File: src/sv/iirbq_pkg.sv
// Shared constants and types for the biquad cascade filter.
// No dependencies; imported by every module of the block.
`default_nettype none
package iirbq_pkg;
    localparam int TAPS      = 5;
    localparam int HIST_FRAC = 8;
    localparam int COEF_FRAC = 16;

    typedef enum logic [2:0] {
        TAP_B0 = 3'd0,
        TAP_B1 = 3'd1,
        TAP_B2 = 3'd2,
        TAP_A1 = 3'd3,
        TAP_A2 = 3'd4
    } tap_t;

    typedef enum logic {
        FUNC_SAMPLE = 1'b0,
        FUNC_COEF   = 1'b1
    } func_t;

    // Coefficient write broadcast from the top level to the chain.
    typedef struct packed {
        logic       en;
        logic [5:0] section;
        logic [2:0] tap;
    } coef_wr_t;
endpackage
`default_nettype wire

File: src/sv/iirbq_cell.sv
// One second-order section: coefficient store, history and a shared MAC.
// Depends on iirbq_pkg.
`default_nettype none
module iirbq_cell #(
    parameter int HW  = 24,
    parameter int CW  = 20,
    parameter int IDX = 0,
    parameter int SW  = 6
) (
    input  wire logic                    clk,
    input  wire logic                    rst_n,
    input  wire iirbq_pkg::coef_wr_t     coef_wr,
    input  wire logic signed [CW-1:0]    coef_data,
    input  wire logic                    start,
    input  wire logic                    active,
    input  wire logic signed [HW-1:0]    x_in,
    input  wire logic                    clip_in,
    output logic                         done,
    output logic signed [HW-1:0]         y_out,
    output logic                         clip_out
);
    import iirbq_pkg::*;

    localparam int PW = HW + CW;
    localparam int AW = PW + 3;

    logic signed [CW-1:0] coef_reg [TAPS];
    logic signed [HW-1:0] x1_reg, x2_reg, y1_reg, y2_reg, xin_reg;
    logic signed [HW-1:0] y_reg;
    logic                 clip_reg;
    logic signed [PW-1:0] prod_reg;
    logic signed [AW-1:0] acc_reg;
    logic [2:0]           step_reg;   // tap being multiplied
    logic                 busy_reg, acc_vld_reg, sub_reg, last_reg, done_reg;

    logic signed [CW-1:0] c_sel;
    logic signed [HW-1:0] h_sel;
    logic signed [AW-1:0] acc_next, sum_r, sh;
    logic signed [AW-1:0] hi_lim, lo_lim;
    logic                 sat_hi, sat_lo;

    always_ff @(posedge clk)
    begin
        if (coef_wr.en && coef_wr.section == SW'(IDX) && coef_wr.tap < 3'(TAPS))
        begin
            coef_reg[coef_wr.tap] <= coef_data;
        end
    end

    always_comb
    begin
        case (step_reg)
            TAP_B0:  begin c_sel = coef_reg[0]; h_sel = xin_reg; end
            TAP_B1:  begin c_sel = coef_reg[1]; h_sel = x1_reg;  end
            TAP_B2:  begin c_sel = coef_reg[2]; h_sel = x2_reg;  end
            TAP_A1:  begin c_sel = coef_reg[3]; h_sel = y1_reg;  end
            TAP_A2:  begin c_sel = coef_reg[4]; h_sel = y2_reg;  end
            default: begin c_sel = '0;          h_sel = '0;      end
        endcase
    end

    always_comb
    begin
        acc_next = acc_reg;
        if (acc_vld_reg)
        begin
            acc_next = sub_reg ? acc_reg - AW'(prod_reg) : acc_reg + AW'(prod_reg);
        end
        sum_r  = acc_next + AW'(1 <<< (COEF_FRAC - 1));
        sh     = sum_r >>> COEF_FRAC;
        hi_lim = AW'((64'sd1 <<< (HW - 1)) - 1);
        lo_lim = -hi_lim - AW'(1);
        sat_hi = sh > hi_lim;
        sat_lo = sh < lo_lim;
    end

    always_ff @(posedge clk or negedge rst_n)
    begin
        if (!rst_n)
        begin
            busy_reg <= 1'b0; acc_vld_reg <= 1'b0; last_reg <= 1'b0; done_reg <= 1'b0;
            step_reg <= '0;
            x1_reg <= '0; x2_reg <= '0; y1_reg <= '0; y2_reg <= '0;
        end
        else
        begin
            done_reg <= 1'b0;
            if (start)
            begin
                if (active)
                begin
                    busy_reg <= 1'b1;
                    step_reg <= TAP_B0;
                    acc_reg  <= '0;
                    xin_reg  <= x_in;
                    clip_reg <= clip_in;
                end
                else
                begin
                    // Pass the word through untouched; history holds.
                    y_reg    <= x_in;
                    clip_reg <= clip_in;
                    done_reg <= 1'b1;
                end
            end
            if (busy_reg)
            begin
                prod_reg    <= c_sel * h_sel;
                sub_reg     <= step_reg >= TAP_A1;
                acc_vld_reg <= 1'b1;
                last_reg    <= step_reg == TAP_A2;
                if (step_reg == TAP_A2)
                begin
                    busy_reg <= 1'b0;
                end
                step_reg <= step_reg + 3'd1;
            end
            else
            begin
                acc_vld_reg <= 1'b0;
                last_reg    <= 1'b0;
            end
            if (acc_vld_reg)
            begin
                acc_reg <= acc_next;
            end
            if (last_reg)
            begin
                // Round half up, saturate, advance history.
                y_reg    <= sat_hi ? hi_lim[HW-1:0] : (sat_lo ? lo_lim[HW-1:0] : sh[HW-1:0]);
                clip_reg <= clip_reg | sat_hi | sat_lo;
                x2_reg   <= x1_reg;
                x1_reg   <= xin_reg;
                y2_reg   <= y1_reg;
                y1_reg   <= sat_hi ? hi_lim[HW-1:0] : (sat_lo ? lo_lim[HW-1:0] : sh[HW-1:0]);
                done_reg <= 1'b1;
            end
        end
    end

    assign done     = done_reg;
    assign y_out    = y_reg;
    assign clip_out = clip_reg;
endmodule
`default_nettype wire

File: config.mk
export PLATFORM = sky130hd
export DESIGN_NAME = iirbq_cell
export DESIGN_NICKNAME = d
export VERILOG_FILES = /design/src/sv/iirbq_pkg.sv /design/src/sv/iirbq_cell.sv
export SDC_FILE = /design/constraint.sdc
export NUM_CORES = 2
export LEC_CHECK = 0
export ABC_AREA = 1
export CAP_MARGIN = 10
export CORE_ASPECT_RATIO = 1.5
export CORE_UTILIZATION = 70
export DETAILED_ROUTE_END_ITERATION = 8
export DONT_BUFFER_PORTS = 1
export PLACE_DENSITY = 0.86
export SYNTH_ARGS = -nofsm -noshare
export SYNTH_HDL_FRONTEND = slang
export SYNTH_SLANG_ARGS = --single-unit
File: constraint.sdc
create_clock -name clk -period 15.65 [get_ports clk]
set_input_delay 1.565 -clock clk [delete_from_list [all_inputs] [get_ports clk]]
set_output_delay 1.565 -clock clk [all_outputs]
set_load 0.01 [all_outputs]
Yosys cells after proc, flatten, opt, wreduce, memory -nomap -nowiden:

Memory sizes are Yosys's and may differ from the RTL's.
Index checks and enable logic that the tools add are counted.

* input bits: 59
* bits in registers: 244
* memories kept: 1
* bits in read-only memories: 0
* latch bits: 0
* logic and storage cells: 75
* memory bits (writable): 100

* $lt $le $gt $ge: 4
* multipliers: 1
* muxes and demuxes: 28
* bitwise operators: 2
* add/sub/neg operators: 4
* reduce and logical (&&, ||, !) cells: 15
* equal/unequal tests: 5
* shift operators: 0
* divide/modulo/power cells: 0

Memory list
* coef_reg: words 5, width 20, read ports 5, clocked after Yosys merged registers in 0, write ports 1, RTL line iirbq_cell.sv:27 `logic signed [CW-1:0] coef_reg [TAPS];`

Operators by type and width (count)
* 47-bit two-way mux: 5
* 24-bit two-way mux: 5
* 24-bit case mux with 5 select lines: 1
* 20-bit case mux with 5 select lines: 1
* 47-bit by 17-bit adder with 47-bit output, second input constant: 1
* 47-bit by 44-bit adder with 47-bit output: 1
* 47-bit by 44-bit subtractor with 47-bit output: 1
* 20-bit by 24-bit multiplier with 44-bit output: 1
* 31-bit by 24-bit greater-than comparator with 1-bit output, second input constant: 1
* 31-bit by 24-bit less-than comparator with 1-bit output, second input constant: 1
* 1-bit two-way mux: 13
* 2-bit nonzero test: 5
* 3-bit two-way mux: 3
* 3-bit AND reduction: 3
* 3-bit by 2-bit == test with 1-bit output, second input constant: 2
* 6-bit zero test: 1
* 2-bit AND reduction: 3
* 3-bit by 1-bit adder with 3-bit output, second input constant: 1
* 3-bit by 1-bit == test with 1-bit output, second input constant: 1
* 3-bit == test, second input constant: 1
* 3-bit by 2-bit >= comparator with 1-bit output, second input constant: 1
* 3-bit zero test: 1
* 3-bit less-than comparator, second input constant: 1
* 1-bit logical AND: 2
* other kinds (2): 3

Longest topological paths before layout:

* word-level depth: 8
* mapped depth: 44

Least setup slack after synthesis:

Ideal clock, no wire load.

* kind: register -> register
* from: register step_reg[0]
* to: register prod_reg[42], data pin
* library setup time: 0.258 ns
* arrival time: 7.996 ns
* slack: 7.396 ns
* stages on the path, launching flop included: 35
* period minus slack after synthesis: 8.254 ns
* cells stage by stage: dfrtp_1 > inv_1 > ha_1 > clkbuf_1 > clkbuf_1 > a32o_1 > a221oi_1 > and2_1 > inv_1 > clkbuf_1 > nand2_1 > fa_1 > inv_1 > fa_1 > fa_1 > inv_1 > fa_1 > inv_1 > fa_1 > fa_1 > inv_1 > fa_1 > inv_1 > ha_1 > nand2_1 > nor2_1 > nand2_1 > nor4_1 > nand3_1 > o2111ai_1 > nand3_1 > nand2_1 > nand3_1 > nand2_1 > xor2_1

* cells in the longest elaborated chain, start to end: 3
* elaborated cells between the ends (all ways): 8
* classes of those cells: mul: 1; eq/ne: 4; mux: 2; reduce/logical: 1

Ends and longest elaborated chain
* from (decl): RTL line iirbq_cell.sv:33 `logic [2:0] step_reg;`
* from (signal assigned): RTL line iirbq_cell.sv:116 `step_reg <= step_reg + 3'd1;`
* 3-bit == test (tied with other cells): RTL line iirbq_cell.sv:52 `case (step_reg)`
* 20-bit case mux with 5 select lines or 24-bit case mux with 5 select lines (tied branches): RTL line iirbq_cell.sv:52
* 20-bit by 24-bit multiplier with 44-bit output *: RTL line iirbq_cell.sv:108 `prod_reg <= c_sel * h_sel;`
* to (signal assigned): RTL line iirbq_cell.sv:108
* to (decl): RTL line iirbq_cell.sv:31 `logic signed [PW-1:0] prod_reg;`

Mark *: on every way between the ends. The rest lies on a longest branch, timed or not.
A chain may end at the register's enable or synchronous reset.

Final worst setup path:

* from: register step_reg[2]
* to: register prod_reg[41], data pin

The elaborated chain is that of the path after synthesis.

==> impl_results.md <==
* Outcome: finished clean
* Max Transition Viols Final at 0
* Seq/Total Area, Yosys at 0.261
* Largest net degree at the start of global routing at about 110
* FMAX at around 95 MHz
* Placeable Area at approximately 0.053 sq mm
* Layout cell share with drive strength beyond 1 at 0.0500
* Inserted Clock Buffers at 35
* CP startpoint kind: register
* Post CTS Setup Buffer Count at 0
* Final wirelength at around 120 mm
* Reg2Reg Setup Slack at between 5 and 6 ns
* Largest delay share family, worst path: adder cells
* IO Count at 85
* Setup repair after global routing missed its margin: no
* Full die area at about 0.055 sq mm
* Setup Viol. Count Final at 0
* Compound-Gate Fraction of Synth Area at 0.0535
* Placed Cells at 5158
* Synth Instances at 4594
* Post-route DRC at 0
* Latest clock arrival within the worst-skew pair at about 0.60 ns
* Hold worst-path end: x1_reg[8]
* Yosys cell types at 52
* R2r endpoint: prod_reg[41]
* Number of flops mapped to enable cells by yosys at about 240
* Post-Synth Adder-Cell Area at 0.318
* Relative slew slack at 0.277
* Fin nets at about 5200
* Post-CTS sizing at 0
* DP HPWL at a little over 90 mm
* Post-CTS Hold Buffers at 0
* Xor/xnor share of the synthesized area at 0.0279
* Die width at around 190 microns
* TritonRoute pass-1 iters at 8
* YS warnings at 0
* Final hold violation count at 0
* HP Start: xin_reg[8]
* Largest family of logic cells by synthesized area: adder cells
* Worst hold path type: reg2reg
* Reg2Reg Depth at 35
* Starting Density at 0.712
* Layout Cells excl Fill at ~5200
* Initial antenna violation count at 6
* TritonCTS Sinks at ~340
* Clock-pin slew on the worst setup and hold paths at ~0.070 ns
* Mapped Area at 0.0376 sq mm
* Syn_area_per_cell at 8.19 sq um
* Hold Path Stages at 2
* Buf/Inv on CP at 13
* Fin Setup TNS at 0 ns
* Starting DRT DRC Count at about 3300
* Max H-tree Level at 2
* I/O Buffers at 0
* Critical Path RT at 15.98 ns
* Root Driver: clkbuf_16
* FILL cells at 3843
* Layout area overhead at 4.71%
* Synthesized Nets at 5314
* Post-DR vias/cell at about 6
* Slowest stage delay, CP at ~0.90 ns
* Mux cell area share after synthesis at 0
* Worst Tran Pin Value at around 1.1 ns
* Tcrit/Tclk final at 0.671
* FP Rows at just over 100
* Reg-to-reg startpoint: step_reg[2]
* Reg area at between 0.009 and 0.01 sq mm
* CP max FO at 37
* WS Path Type: reg2reg
* GP Congestion at 1.03
* Final worst path period need at around 11 ns
* Multi-input gate area at between 0.02 and 0.025 sq mm
* Total number of vias at 31300
* CP max-delay cell: inv_1
* ANT nets after route at 0
* Drt wl/cell at 22.8 microns
* Synthesized flop and latch total at approximately 340
* Main synth FF type: edfxtp_1
* Most frequent CP cell: inv_1
* Worst Skew at about 0.046 ns
* Synth Area in Simple Gates at 0.221
* Largest register FFs at 100
* Vias in the first global route at between 30000 and 40000
* FFs w/ async S/R, synth at 0.299
* Critical path capture point type: register
* CTS tree: done
* Congestion Overflow GR at 0
* Total GRT Usage at 0.464
* Max clock buf depth at 3
* Max cap viols at 0
* Worst Path Arrival at about 11 ns
* First-pass GRT wire length at between 150 and 200 mm
* Die span in y at about 290 microns
-- metrics by stage --
stage	hold WS [ns]	worst slack [ns]	utilization	cell area, sq um
finish	0.460	5.15	0.745	39400
global route	0.492	4.72	0.745	39400
CTS	0.472	5.62	0.745	39400
detailed placement	0.459	5.61	0.722	38100
global placement	0.454	5.76	0.722	38100
floorplan	0.413	7.40	-	37600
-- cells in the final DEF (no fill, tap or decap), types with 42 or more instances in the layout --
master and count:
a21oi_1 108, a221oi_1 42, dfrtp_1 101, edfxtp_1 241, fa_1 494, ha_1 167
inv_1 997, nand2_1 1181, nand3_1 172, nor2_1 413, o21ai_0 98, xnor2_1 53
xor2_1 65
-- final cells by class --
class	instances	area share
Multi-Input combinational cell	3079	0.594
Sequential cell	344	0.249
Inverter	1022	0.0974
Clock buffer	45	0.0253
Tap cell	682	0.0217
Clock inverter	19	0.00594
Timing Repair Buffer	31	0.00591
Antenna cell	2	0.000127
-- how the worst max path moves through the flow --
stage                 from            to  slack [ns]  cells past startpoint
2_1_floorplan  step_reg[0]  prod_reg[42]        7.40                     34
3_3_place_gp   step_reg[0]  prod_reg[42]        5.76                     32
3_5_place_dp   step_reg[0]  prod_reg[42]        5.61                     32
4_1_cts        step_reg[0]  prod_reg[42]        5.62                     32
5_1_grt        step_reg[0]  prod_reg[42]        4.72                     32
6_report       step_reg[2]  prod_reg[41]        5.15                     35
-- synthesized netlist by cell type (8+ instances only) --
library cell     n  share of area
fa_1           494           0.26
and2_1          37         0.0062
or2_2           23         0.0038
a32o_1          20         0.0053
inv_1          998           0.10
dfrtp_1        103          0.069
ha_1           167          0.056
a31oi_1         12         0.0020
nand3_2         32         0.0085
nand2_1       1181           0.12
nor2_2          16         0.0027
nand4_1         29         0.0048
nor3_1          22         0.0029
clkinv_1        12         0.0012
nand2_2         27         0.0045
a221oi_1        42         0.0098
clkbuf_1       131          0.013
edfxtp_1       241           0.19
xnor2_1         53          0.012
nand3_1        172          0.023
nor2_1         414          0.041
xor2_1          65          0.015
a21oi_1        110          0.015
inv_2           12         0.0012
nor2_4           8         0.0024
o21ai_0         98          0.013
-- worst min-delay path: cells and delay by family, from the launching register on --
family	cells	cell delay, ns
DFF	1	0.34
and+or+nand+nor	2	0.10
-- metal layers --
layer | global-route usage | vias up | routed length, microns
li1 | - | 13700 | -
met1 | 0.480 | 14900 | 36800
met2 | 0.761 | 1909 | 57800
met3 | 0.140 | 752 | 11300
met4 | 0.397 | 10 | 13100
met5 | 0.0125 | - | 93
-- logic make-up after synthesis --
family / Yosys count
buffers and inverters: 1171
XOR/XNOR: 119
adder cells (fa/ha/maj): 661
AND/OR/NAND/NOR: 1975
AO/OA/AOI/OAI: 324
flip-flops: 344
Power is not shown: default switching activity piles up to over one toggle a cycle in this logic, so the estimate is an artifact.
